`src/rtl/vzc_pkg.sv`:
```
// Shared types, register indexes, command codes and constants for the
// vibration zero-crossing frequency estimator. No dependencies.
package vzc_pkg;

  // Field and port widths
  localparam int ACC_W        = 16;
  localparam int IN_TDATA_W   = 48;
  localparam int HZ_W         = 17;
  localparam int COUNT_W      = 16;
  localparam int OUT_TDATA_W  = 40;
  localparam int DUR_W        = 16;
  localparam int RATE_W       = 10;
  localparam int CFG_DATA_W   = 16;
  localparam int CFG_INDEX_W  = 1;

  // Configuration register indexes
  localparam logic [CFG_INDEX_W-1:0] REG_DURATION = 1'd0;
  localparam logic [CFG_INDEX_W-1:0] REG_RATE     = 1'd1;

  // Register reset values
  localparam logic [DUR_W-1:0]  DURATION_RESET = 16'd1000;
  localparam logic [RATE_W-1:0] RATE_RESET     = 10'd200;
  localparam logic [RATE_W-1:0] MIN_RATE       = 10'd20;

  // Default fixed-point formats
  localparam int HP_FRAC_BITS_DEF    = 8;
  localparam int ALPHA_FRAC_BITS_DEF = 15;

  // Arithmetic constants
  localparam int G_SHIFT      = 14;     // 16384 counts per g
  localparam int ALPHA_NUM    = 95;     // coefficient 0.95 = 95/100
  localparam int ALPHA_DEN    = 100;
  localparam int MS_PER_S     = 1000;
  localparam int HZ_SCALE     = 256000; // 2 * 1000 ms * 128 (Q8, halved below)
  localparam int LIMIT_SHIFT  = 7;      // rate/2 in Q8 is rate * 128

  // Sequencer step counts
  localparam int STEP_W     = 5;
  localparam int MAC_STEPS  = 3;
  localparam int ROOT_STEPS = 16;
  localparam int DIV_STEPS  = 18;
  localparam int NUM_W      = 34;
  localparam int DEN_W      = 17;

  // Datapath operation codes
  localparam int OP_W = 4;
  localparam logic [OP_W-1:0] OP_IDLE   = 4'd0;
  localparam logic [OP_W-1:0] OP_LOAD   = 4'd1;
  localparam logic [OP_W-1:0] OP_MAC    = 4'd2;
  localparam logic [OP_W-1:0] OP_ROOT   = 4'd3;
  localparam logic [OP_W-1:0] OP_DIFF   = 4'd4;
  localparam logic [OP_W-1:0] OP_MUL    = 4'd5;
  localparam logic [OP_W-1:0] OP_UPDATE = 4'd6;
  localparam logic [OP_W-1:0] OP_DIVSET = 4'd7;
  localparam logic [OP_W-1:0] OP_DIVCHK = 4'd8;
  localparam logic [OP_W-1:0] OP_DIV    = 4'd9;
  localparam logic [OP_W-1:0] OP_EMIT   = 4'd10;

  // Controller to datapath
  typedef struct packed {
    logic [OP_W-1:0]   op;
    logic [STEP_W-1:0] step;
  } cmd_t;

  // Datapath to controller
  typedef struct packed {
    logic window_done;
    logic out_free;
  } status_t;

endpackage

```
`src/rtl/vzc_ctrl.sv`:
```
// Sequencer for the estimator: walks each item through square, root,
// filter, window check and, at window end, the divider. Uses vzc_pkg.
module vzc_ctrl (
  input  logic             clk,
  input  logic             rst,
  input  logic             s_axis_tvalid,
  output logic             s_axis_tready,
  input  vzc_pkg::status_t status,
  output vzc_pkg::cmd_t    cmd
);

  localparam logic [3:0] S_IDLE   = 4'd0;
  localparam logic [3:0] S_MAC    = 4'd1;
  localparam logic [3:0] S_ROOT   = 4'd2;
  localparam logic [3:0] S_DIFF   = 4'd3;
  localparam logic [3:0] S_MUL    = 4'd4;
  localparam logic [3:0] S_UPDATE = 4'd5;
  localparam logic [3:0] S_CHECK  = 4'd6;
  localparam logic [3:0] S_DIVSET = 4'd7;
  localparam logic [3:0] S_DIVCHK = 4'd8;
  localparam logic [3:0] S_DIV    = 4'd9;
  localparam logic [3:0] S_EMIT   = 4'd10;

  localparam logic [vzc_pkg::STEP_W-1:0] MAC_LAST  =
    vzc_pkg::STEP_W'(vzc_pkg::MAC_STEPS - 1);
  localparam logic [vzc_pkg::STEP_W-1:0] ROOT_LAST =
    vzc_pkg::STEP_W'(vzc_pkg::ROOT_STEPS - 1);
  localparam logic [vzc_pkg::STEP_W-1:0] DIV_LAST  =
    vzc_pkg::STEP_W'(vzc_pkg::DIV_STEPS - 1);

  logic [3:0]                   state, state_next;
  logic [vzc_pkg::STEP_W-1:0]   step, step_next;

  // Next state, step counter and datapath command
  always_comb begin
    state_next    = state;
    step_next     = step;
    cmd.op        = vzc_pkg::OP_IDLE;
    cmd.step      = step;
    s_axis_tready = 1'b0;
    unique case (state)
      S_IDLE: begin
        s_axis_tready = 1'b1;
        if (s_axis_tvalid) begin
          cmd.op     = vzc_pkg::OP_LOAD;
          state_next = S_MAC;
          step_next  = '0;
        end
      end
      S_MAC: begin
        cmd.op = vzc_pkg::OP_MAC;
        if (step == MAC_LAST) begin
          step_next  = '0;
          state_next = S_ROOT;
        end else begin
          step_next = step + 1'b1;
        end
      end
      S_ROOT: begin
        cmd.op = vzc_pkg::OP_ROOT;
        if (step == ROOT_LAST) begin
          step_next  = '0;
          state_next = S_DIFF;
        end else begin
          step_next = step + 1'b1;
        end
      end
      S_DIFF: begin
        cmd.op     = vzc_pkg::OP_DIFF;
        state_next = S_MUL;
      end
      S_MUL: begin
        cmd.op     = vzc_pkg::OP_MUL;
        state_next = S_UPDATE;
      end
      S_UPDATE: begin
        cmd.op     = vzc_pkg::OP_UPDATE;
        state_next = S_CHECK;
      end
      S_CHECK: begin
        state_next = status.window_done ? S_DIVSET : S_IDLE;
      end
      S_DIVSET: begin
        cmd.op     = vzc_pkg::OP_DIVSET;
        state_next = S_DIVCHK;
      end
      S_DIVCHK: begin
        cmd.op     = vzc_pkg::OP_DIVCHK;
        step_next  = '0;
        state_next = S_DIV;
      end
      S_DIV: begin
        cmd.op = vzc_pkg::OP_DIV;
        if (step == DIV_LAST) begin
          step_next  = '0;
          state_next = S_EMIT;
        end else begin
          step_next = step + 1'b1;
        end
      end
      S_EMIT: begin
        // Hold here until the output register can take the result.
        if (status.out_free) begin
          cmd.op     = vzc_pkg::OP_EMIT;
          state_next = S_IDLE;
        end
      end
      default: begin
        state_next = S_IDLE;
      end
    endcase
  end

  // State registers
  always_ff @(posedge clk) begin
    if (rst) begin
      state <= S_IDLE;
      step  <= '0;
    end else begin
      state <= state_next;
      step  <= step_next;
    end
  end

endmodule

```
`src/rtl/vzc_datapath.sv`:
```
// Datapath of the estimator: configuration registers, shared square unit,
// bit-pair square root, high-pass filter, window state, divider and the
// output register. Driven by vzc_ctrl commands; uses vzc_pkg.
module vzc_datapath #(
  parameter int HP_FRAC_BITS    = vzc_pkg::HP_FRAC_BITS_DEF,
  parameter int ALPHA_FRAC_BITS = vzc_pkg::ALPHA_FRAC_BITS_DEF
) (
  input  logic                                clk,
  input  logic                                rst,
  input  logic [vzc_pkg::IN_TDATA_W-1:0]      s_axis_tdata,
  input  logic                                cfg_we,
  input  logic [vzc_pkg::CFG_INDEX_W-1:0]     cfg_index,
  input  logic [vzc_pkg::CFG_DATA_W-1:0]      cfg_data,
  output logic                                m_axis_tvalid,
  input  logic                                m_axis_tready,
  output logic [vzc_pkg::OUT_TDATA_W-1:0]     m_axis_tdata,
  output logic                                m_axis_tuser,
  input  vzc_pkg::cmd_t                       cmd,
  output vzc_pkg::status_t                    status
);

  localparam int AW  = vzc_pkg::ACC_W;
  localparam int DW  = 18 + HP_FRAC_BITS;
  localparam int SW  = ((DW > 32) ? DW : 32) + 1;
  localparam int PW  = SW + ALPHA_FRAC_BITS + 2;
  localparam int QW  = vzc_pkg::DIV_STEPS;
  localparam int NW  = vzc_pkg::NUM_W;
  localparam int EW  = vzc_pkg::DEN_W;
  localparam int HW  = vzc_pkg::HZ_W;
  localparam int CW  = vzc_pkg::COUNT_W;
  localparam int RW  = vzc_pkg::RATE_W;
  localparam int PRW = vzc_pkg::DUR_W + vzc_pkg::RATE_W;

  localparam int ALPHA_Q =
    ((vzc_pkg::ALPHA_NUM << ALPHA_FRAC_BITS) + vzc_pkg::ALPHA_DEN / 2) / vzc_pkg::ALPHA_DEN;
  localparam logic signed [ALPHA_FRAC_BITS+1:0] ALPHA_S = (ALPHA_FRAC_BITS + 2)'(ALPHA_Q);
  localparam logic signed [DW-1:0] RND_D = DW'(1) <<< (vzc_pkg::G_SHIFT - 1);
  localparam logic signed [PW-1:0] RND_A = {{(PW-1){1'b0}}, 1'b1} <<< (ALPHA_FRAC_BITS - 1);
  localparam logic signed [PW-1:0] HP_MAX = {{(PW-31){1'b0}}, {31{1'b1}}};
  localparam logic signed [PW-1:0] HP_MIN = {{(PW-31){1'b1}}, {31{1'b0}}};
  localparam logic [31:0] ROOT_TOP = 32'h4000_0000;
  localparam logic [1:0] SIGN_NONE = 2'd0;
  localparam logic [1:0] SIGN_POS  = 2'd1;
  localparam logic [1:0] SIGN_NEG  = 2'd2;

  // Configuration and window state
  logic [vzc_pkg::DUR_W-1:0] duration_ms;
  logic [RW-1:0]             sample_rate_hz;
  logic [CW-1:0]             sample_count;
  logic [AW-1:0]             previous_magnitude;
  logic signed [31:0]        highpass_value;
  logic [1:0]                last_sign;
  logic [CW-1:0]             sign_change_count;

  // Working registers
  logic signed [AW-1:0] ax, ay, az;
  logic [31:0]          acc, rem, root;
  logic signed [DW-1:0] dq;
  logic signed [PW-1:0] prod;
  logic [PRW-1:0]       win_prod, win_thresh;
  logic [NW-1:0]        num;
  logic [EW-1:0]        den;
  logic [HW-1:0]        limit;
  logic                 ovf;
  logic [EW-1:0]        drem;
  logic [QW-1:0]        quo;
  logic [HW-1:0]        out_hz;
  logic [CW-1:0]        out_count;
  logic                 out_clamped;

  // Combinational signals
  logic [RW-1:0]        rate_c;
  logic signed [AW-1:0] sq_in;
  logic signed [31:0]   sq_val;
  logic [31:0]          rem_in, root_in, root_bit, root_trial;
  logic signed [AW:0]   diff;
  logic signed [DW-1:0] dshift, dround;
  logic signed [SW-1:0] hp_sum;
  logic signed [PW-1:0] hp_round, hp_shift;
  logic signed [31:0]   hp_new;
  logic [1:0]           sign_now;
  logic [CW-1:0]        count_new, sc_new;
  logic [QW-1:0]        div_trial, div_sub;
  logic                 div_ge;
  logic                 over;
  logic [HW-1:0]        hz_final;

  assign rate_c = (sample_rate_hz < vzc_pkg::MIN_RATE) ? vzc_pkg::MIN_RATE : sample_rate_hz;

  // Shared squarer: one axis per step
  always_comb begin
    unique case (cmd.step[1:0])
      2'd0:    sq_in = ax;
      2'd1:    sq_in = ay;
      default: sq_in = az;
    endcase
    sq_val = sq_in * sq_in;
  end

  // One bit pair of the square root per step
  always_comb begin
    rem_in     = (cmd.step == '0) ? acc : rem;
    root_in    = (cmd.step == '0) ? 32'd0 : root;
    root_bit   = ROOT_TOP >> {cmd.step[3:0], 1'b0};
    root_trial = root_in + root_bit;
  end

  // Magnitude difference scaled to g, rounded half up
  always_comb begin
    diff   = $signed({1'b0, root[AW-1:0]}) - $signed({1'b0, previous_magnitude});
    dshift = DW'(diff) <<< HP_FRAC_BITS;
    dround = dshift + RND_D;
  end

  // Filter input sum, rounding and saturation of the new filter value
  always_comb begin
    hp_sum   = SW'(highpass_value) + SW'(dq);
    hp_round = prod + RND_A;
    hp_shift = hp_round >>> ALPHA_FRAC_BITS;
    priority if (hp_shift > HP_MAX) begin
      hp_new = 32'sh7FFF_FFFF;
    end else if (hp_shift < HP_MIN) begin
      hp_new = -32'sh7FFF_FFFF - 32'sd1;
    end else begin
      hp_new = hp_shift[31:0];
    end
    if (hp_new > 32'sd0) begin
      sign_now = SIGN_POS;
    end else if (hp_new < 32'sd0) begin
      sign_now = SIGN_NEG;
    end else begin
      sign_now = SIGN_NONE;
    end
    count_new = sign_change_count;
    if (last_sign != SIGN_NONE && sign_now != SIGN_NONE && sign_now != last_sign &&
        sign_change_count != '1) begin
      count_new = sign_change_count + 1'b1;
    end
    sc_new = (sample_count == '1) ? sample_count : sample_count + 1'b1;
  end

  // Restoring divider step and final clamp
  always_comb begin
    div_trial = {drem, quo[QW-1]};
    div_ge    = div_trial >= {1'b0, den};
    div_sub   = div_trial - {1'b0, den};
    over      = ovf || (quo > QW'(limit));
    hz_final  = over ? limit : quo[HW-1:0];
  end

  // Window ends once the sample count reaches duration * rate / 1000 or saturates
  assign status.window_done = (win_prod <= win_thresh) || (sample_count == '1);
  assign status.out_free    = !m_axis_tvalid || m_axis_tready;

  // Registers with reset: configuration, window state, output valid
  always_ff @(posedge clk) begin
    if (rst) begin
      duration_ms        <= vzc_pkg::DURATION_RESET;
      sample_rate_hz     <= vzc_pkg::RATE_RESET;
      sample_count       <= '0;
      previous_magnitude <= '0;
      highpass_value     <= '0;
      last_sign          <= SIGN_NONE;
      sign_change_count  <= '0;
      m_axis_tvalid      <= 1'b0;
    end else begin
      if (cfg_we) begin
        unique case (cfg_index)
          vzc_pkg::REG_DURATION: duration_ms    <= cfg_data;
          vzc_pkg::REG_RATE:     sample_rate_hz <= cfg_data[RW-1:0];
          default: ;
        endcase
      end
      // A result taken with no new one behind it empties the output register.
      if (m_axis_tvalid && m_axis_tready && cmd.op != vzc_pkg::OP_EMIT) begin
        m_axis_tvalid <= 1'b0;
      end
      unique case (cmd.op)
        vzc_pkg::OP_DIFF: begin
          previous_magnitude <= root[AW-1:0];
        end
        vzc_pkg::OP_UPDATE: begin
          highpass_value    <= hp_new;
          sign_change_count <= count_new;
          sample_count      <= sc_new;
          if (sign_now != SIGN_NONE) begin
            last_sign <= sign_now;
          end
        end
        vzc_pkg::OP_EMIT: begin
          m_axis_tvalid      <= 1'b1;
          sample_count       <= '0;
          previous_magnitude <= '0;
          highpass_value     <= '0;
          last_sign          <= SIGN_NONE;
          sign_change_count  <= '0;
        end
        default: ;
      endcase
    end
  end

  // Working registers and output payload
  always_ff @(posedge clk) begin
    unique case (cmd.op)
      vzc_pkg::OP_LOAD: begin
        ax  <= s_axis_tdata[AW-1:0];
        ay  <= s_axis_tdata[2*AW-1:AW];
        az  <= s_axis_tdata[3*AW-1:2*AW];
        acc <= '0;
      end
      vzc_pkg::OP_MAC: begin
        acc <= acc + 32'(sq_val);
      end
      vzc_pkg::OP_ROOT: begin
        if (rem_in >= root_trial) begin
          rem  <= rem_in - root_trial;
          root <= (root_in >> 1) + root_bit;
        end else begin
          rem  <= rem_in;
          root <= root_in >> 1;
        end
      end
      vzc_pkg::OP_DIFF: begin
        dq <= dround >>> vzc_pkg::G_SHIFT;
      end
      vzc_pkg::OP_MUL: begin
        prod <= hp_sum * ALPHA_S;
      end
      vzc_pkg::OP_UPDATE: begin
        win_prod   <= PRW'(duration_ms) * PRW'(rate_c);
        win_thresh <= PRW'(sc_new) * PRW'(vzc_pkg::MS_PER_S) + PRW'(vzc_pkg::MS_PER_S - 1);
      end
      vzc_pkg::OP_DIVSET: begin
        limit <= {rate_c, {vzc_pkg::LIMIT_SHIFT{1'b0}}};
        if (duration_ms == '0) begin
          num <= NW'(sign_change_count) << vzc_pkg::LIMIT_SHIFT;
          den <= EW'(1);
        end else begin
          num <= NW'(sign_change_count) * NW'(vzc_pkg::HZ_SCALE) + NW'(duration_ms);
          den <= {duration_ms, 1'b0};
        end
      end
      vzc_pkg::OP_DIVCHK: begin
        // A quotient that needs more than QW bits is always above the limit.
        ovf  <= {1'b0, num} >= {den, {QW{1'b0}}};
        drem <= EW'(num[NW-1:QW]);
        quo  <= num[QW-1:0];
      end
      vzc_pkg::OP_DIV: begin
        drem <= div_ge ? div_sub[EW-1:0] : div_trial[EW-1:0];
        quo  <= {quo[QW-2:0], div_ge};
      end
      vzc_pkg::OP_EMIT: begin
        out_hz      <= hz_final;
        out_count   <= sign_change_count;
        out_clamped <= over;
      end
      default: ;
    endcase
  end

  assign m_axis_tdata = {{(vzc_pkg::OUT_TDATA_W - HW - CW){1'b0}}, out_count, out_hz};
  assign m_axis_tuser = out_clamped;

endmodule

```
`src/rtl/vibration_zero_crossing_freq.sv`:
```
// Zero-crossing vibration frequency estimator, top level.
// An item passes from acceptance through the shared squarer, the bit-pair square root,
// the filter and the window check before the next can be accepted.
// The item that closes a window then runs the 18-step divider, and its result may wait
// for the output register to be free.
// Reset (rst, synchronous) restores the register defaults and clears window state.
module vibration_zero_crossing_freq #(
  parameter int HP_FRAC_BITS    = vzc_pkg::HP_FRAC_BITS_DEF,
  parameter int ALPHA_FRAC_BITS = vzc_pkg::ALPHA_FRAC_BITS_DEF
) (
  input  logic                            clk,
  input  logic                            rst,
  input  logic                            s_axis_tvalid,
  output logic                            s_axis_tready,
  // accel_x [15:0], accel_y [31:16], accel_z [47:32]
  input  logic [vzc_pkg::IN_TDATA_W-1:0]  s_axis_tdata,
  output logic                            m_axis_tvalid,
  input  logic                            m_axis_tready,
  // vibration_hz_q8 [16:0], crossing_count [32:17], zero fill [39:33]
  output logic [vzc_pkg::OUT_TDATA_W-1:0] m_axis_tdata,
  // was_clamped [0]
  output logic                            m_axis_tuser,
  input  logic                            cfg_we,
  input  logic [vzc_pkg::CFG_INDEX_W-1:0] cfg_index,
  input  logic [vzc_pkg::CFG_DATA_W-1:0]  cfg_data
);

  vzc_pkg::cmd_t    cmd;
  vzc_pkg::status_t status;

  // Sequencer
  vzc_ctrl u_ctrl (
    .clk           (clk),
    .rst           (rst),
    .s_axis_tvalid (s_axis_tvalid),
    .s_axis_tready (s_axis_tready),
    .status        (status),
    .cmd           (cmd)
  );

  // Arithmetic and state
  vzc_datapath #(
    .HP_FRAC_BITS    (HP_FRAC_BITS),
    .ALPHA_FRAC_BITS (ALPHA_FRAC_BITS)
  ) u_datapath (
    .clk           (clk),
    .rst           (rst),
    .s_axis_tdata  (s_axis_tdata),
    .cfg_we        (cfg_we),
    .cfg_index     (cfg_index),
    .cfg_data      (cfg_data),
    .m_axis_tvalid (m_axis_tvalid),
    .m_axis_tready (m_axis_tready),
    .m_axis_tdata  (m_axis_tdata),
    .m_axis_tuser  (m_axis_tuser),
    .cmd           (cmd),
    .status        (status)
  );

endmodule

```
`config.mk`:
```
export PLATFORM = sky130hd
export DESIGN_NAME = vibration_zero_crossing_freq
export DESIGN_NICKNAME = d
export VERILOG_FILES = /design/src/rtl/vzc_pkg.sv /design/src/rtl/vzc_ctrl.sv /design/src/rtl/vzc_datapath.sv /design/src/rtl/vibration_zero_crossing_freq.sv
export SDC_FILE = /design/constraint.sdc
export NUM_CORES = 2
export LEC_CHECK = 0
export ABC_CLOCK_PERIOD_IN_PS = 9300
export BUFFER_PORTS_ARGS = -buffer_cell sky130_fd_sc_hd__buf_2
export CORE_MARGIN = 4
export CORE_UTILIZATION = 41
export CTS_CLUSTER_DIAMETER = 60
export DETAILED_ROUTE_END_ITERATION = 10
export HOLD_SLACK_MARGIN = 0.08
export PLACE_DENSITY_LB_ADDON = 0.12
export SETUP_SLACK_MARGIN = 0.02
export SYNTH_ARGS = -nofsm -noshare
export SYNTH_HDL_FRONTEND = slang
export SYNTH_HIERARCHICAL = 1
export SYNTH_SLANG_ARGS = --single-unit
```
`constraint.sdc`:
```
create_clock -name clk -period 9.3 [get_ports clk]
set_input_delay 1.395 -clock clk [delete_from_list [all_inputs] [get_ports clk]]
set_output_delay 1.395 -clock clk [all_outputs]
set_load 0.05 [all_outputs]
```
==> results.md <==
- Status: complete, no violations
- Beginning of the critical path: u_datapath/dq[0]$_DFFE_PN_
- List of most frequent post-synthesis cells: inv_1 (1004), fa_1 (702), ha_1 (657)
- Die W: 381 um
- Max-slew violations: 0
- CP peak stage delay: 0.54 ns
- Top FF cell, synth: edfxtp_1
- Via count: 40700
- Drt wl/cell: approximately 17 um
- First-pass GRT wire length: 225000 um
- RD Place Congestion: 0.830
- IO Port Bufs: about 110
- Final setup skew: ~0.052 ns
- Final Setup Violations: 0
- Area growth syn-to-layout: 9.33%
- Clock sink total: 482
- Startpoint Class: flip-flop
- #FFs+latches synth: 482
- Core ar.: around 140000 um2
- Layout cell share with drive strength beyond 1: 6.87%
- WP data arrival: 9.25 ns
- Worst-path fanout max: 4
- Hold Fails Final Rpt: 0
- Fillers: ~13000
- Post-synth ARST share: 0%
- Crit path kind: flip-flop to flip-flop
- Largest net degree at the start of global routing: 65
- R2R depth: 36
- Die height: 381 um
- GR Overflow Total: 0
- CTS root buf: clkbuf_16
- Min-delay worst type: flip-flop to flip-flop
- Clock-pin slew on the worst setup and hold paths: 0.06 ns
- Slowest-stage cell, CP: fa_1
- Hold Path Origin: u_datapath/previous_magnitude[9]$_SDFFE_PP0P_
- Fin crit share: 95.2%
- Htree depth: 3
- Tmin final: 8.85 ns
- Worst EP required: around 9.7 ns
- Top cells by area, synth: fa_1 (25%), edfxtp_1 (19%), ha_1 (14%)
- R2R setup slack: 0.45 ns
- Clock buffer depth: 3
- Synth area leader: fa_1
- Routed Antenna Nets: 0
- FMAX: 113 MHz
- Pre-CTS setup slack: 0.219 ns
- CTS Hold Bufs: 0
- Worst-skew pair later-pin latency: 0.68 ns
- Setup WS post-layout: 0.448 ns
- Vias per cell: 5.14
- # nets final: ~7500
- Area of the mapped netlist: 57000 um2
- Critical Path End: u_datapath/prod[48]$_DFFE_PN_
- CP endpoint kind: flip-flop
- DRC: 0
- Starting Density: 41.4%
- DRT Wirelength: 137000 um
- Die area: 145000 um2
- TritonCTS buffer count: 71
- Final design utilization: 45.2%
- Reg2reg end: u_datapath/prod[48]$_DFFE_PN_
- Iteration-0 DRC count of the detailed router: 2024
- Worst Tran Pin Value: approximately 1.2 ns
- Relative slew slack: 20.8%
- GRT Util Overall: 19.1%
- Sequential fraction of the synthesis area: 23.3%
- Mapped Avg Cell Area: 9.55 um2
- RR Startpoint: u_datapath/dq[0]$_DFFE_PN_
- Post-synth EDFFs: ~360
- Post-synth top area share: 24.6%
- Initial antenna violation count: 3
- Count leader, synth: inv_1
- Row cnt: 136
- Crit-path most repeated cell: inv_1
- Ports: roughly 110
- Library cells used by synthesis: 103
- Vias in the first global route: 42300
- Mapped Cells: 5970
- Pre-Repair DR Iteration Count: 5
- Max-cap violations: 0
- CTS tree: done
- HPWL Detailed: 110000 um
- Yosys warnings: 6
## registers in the layout, indices dropped and copies added, names as in the netlist, 18 cells and up
name	cells
u_datapath/prod	35
u_datapath/highpass_value	32
u_datapath/win_thresh	23
u_datapath/quo	18
u_datapath/root	32
u_datapath/acc	32
u_datapath/num	34
u_datapath/win_prod	26
u_datapath/rem	32
## worst min-delay path by stage
| stage | to | slack (ns) | depth (start not counted) |
|---|---|---|---|
| 5_1_grt | u_datapath/previous_magnitude[13]$_SDFFE_PP0P_ | 0.48 | 2 |
| 2_1_floorplan | u_datapath/previous_magnitude[10]$_SDFFE_PP0P_ | 0.44 | 2 |
| 3_5_place_dp | u_datapath/previous_magnitude[10]$_SDFFE_PP0P_ | 0.45 | 2 |
| 4_1_cts | u_datapath/previous_magnitude[10]$_SDFFE_PP0P_ | 0.45 | 2 |
| 3_3_place_gp | u_datapath/previous_magnitude[12]$_SDFFE_PP0P_ | 0.44 | 2 |
| 6_report | u_datapath/previous_magnitude[9]$_SDFFE_PP0P_ | 0.45 | 2 |
## kinds of logic after synthesis
group                    Yosys count  share of synthesized area, %
AO/OA/AOI/OAI                    902                          10.0
XOR/XNOR                         373                          5.73
AND/OR/NAND/NOR                 1601                          13.0
buffers and inverters           1211                          8.08
other                              1                       0.00658
flip-flops                       482                          23.3
adder cells (fa/ha/maj)         1362                          39.1
multiplexers                      38                         0.691
## layer usage
| metal | share of wire [%] | global-route usage, % |
|---|---|---|
| met5 | 0 | 0 |
| met4 | 2.1 | 4.21 |
| met3 | 4.0 | 2.74 |
| met2 | 48 | 32.4 |
| met1 | 46 | 26.1 |
## what timing repair did
item                                    in CTS  in global routing
setup buffers                                0                  2
resized for setup                            0                 13
endpoints found under the setup margin       0                  4
## critical path: cells and delay by family (launching register included)
family	cells	cell delay [ns]
fa+ha+maj	9	3.80
flops	1	0.37
simple gates	4	0.58
xor+xnor	2	0.20
compound gates	15	3.28
buf+inv	6	0.36
## placed cells by master (no fill, tap or decap), drive strengths merged, types with 46 or more instances in the layout
cell,n
nand2b,55
edfxtp,364
o21a,46
clkbuf,84
inv,1018
a22oi,48
ha,657
nand4,48
a21o,97
xnor2,233
a31oi,47
and2,72
nand3,83
fa,702
a21oi,266
xor2,140
nor3,97
nor2,393
buf,206
nand2,640
o21ai,215
dfxtp,118
and3,61
## stage by stage
| stage | hold slack, ns | std cells | instance area, um2 | TNS, ns |
|---|---|---|---|---|
| 3_5_place_dp | 0.447 | 7777 | 59800 | 0 |
| 4_1_cts | 0.455 | 7907 | 62300 | 0 |
| 5_1_grt | 0.478 | 7909 | 62300 | -0.0130 |
| 6_report | 0.453 | 7910 | 62300 | 0 |
| 2_1_floorplan | 0.436 | 5976 | 57100 | 0 |
| 3_3_place_gp | 0.443 | 7777 | 59800 | 0 |
## layout make-up
class / instances / area (um2) / share of cell area [%]
timing repair buffer: 206 / 1290 / 2.06
inverter: 1014 / 3810 / 6.11
tap: 1794 / 2240 / 3.60
multi-input combinational: 4283 / 39300 / 63.0
clock buffer: 84 / 1860 / 2.98
clock inverter: 46 / 569 / 0.913
sequential: 482 / 13300 / 21.3
antenna: 1 / 2.50 / 0.00401
Power is not shown: default switching activity piles up to over one toggle a cycle in this logic, so the estimate is an artifact.
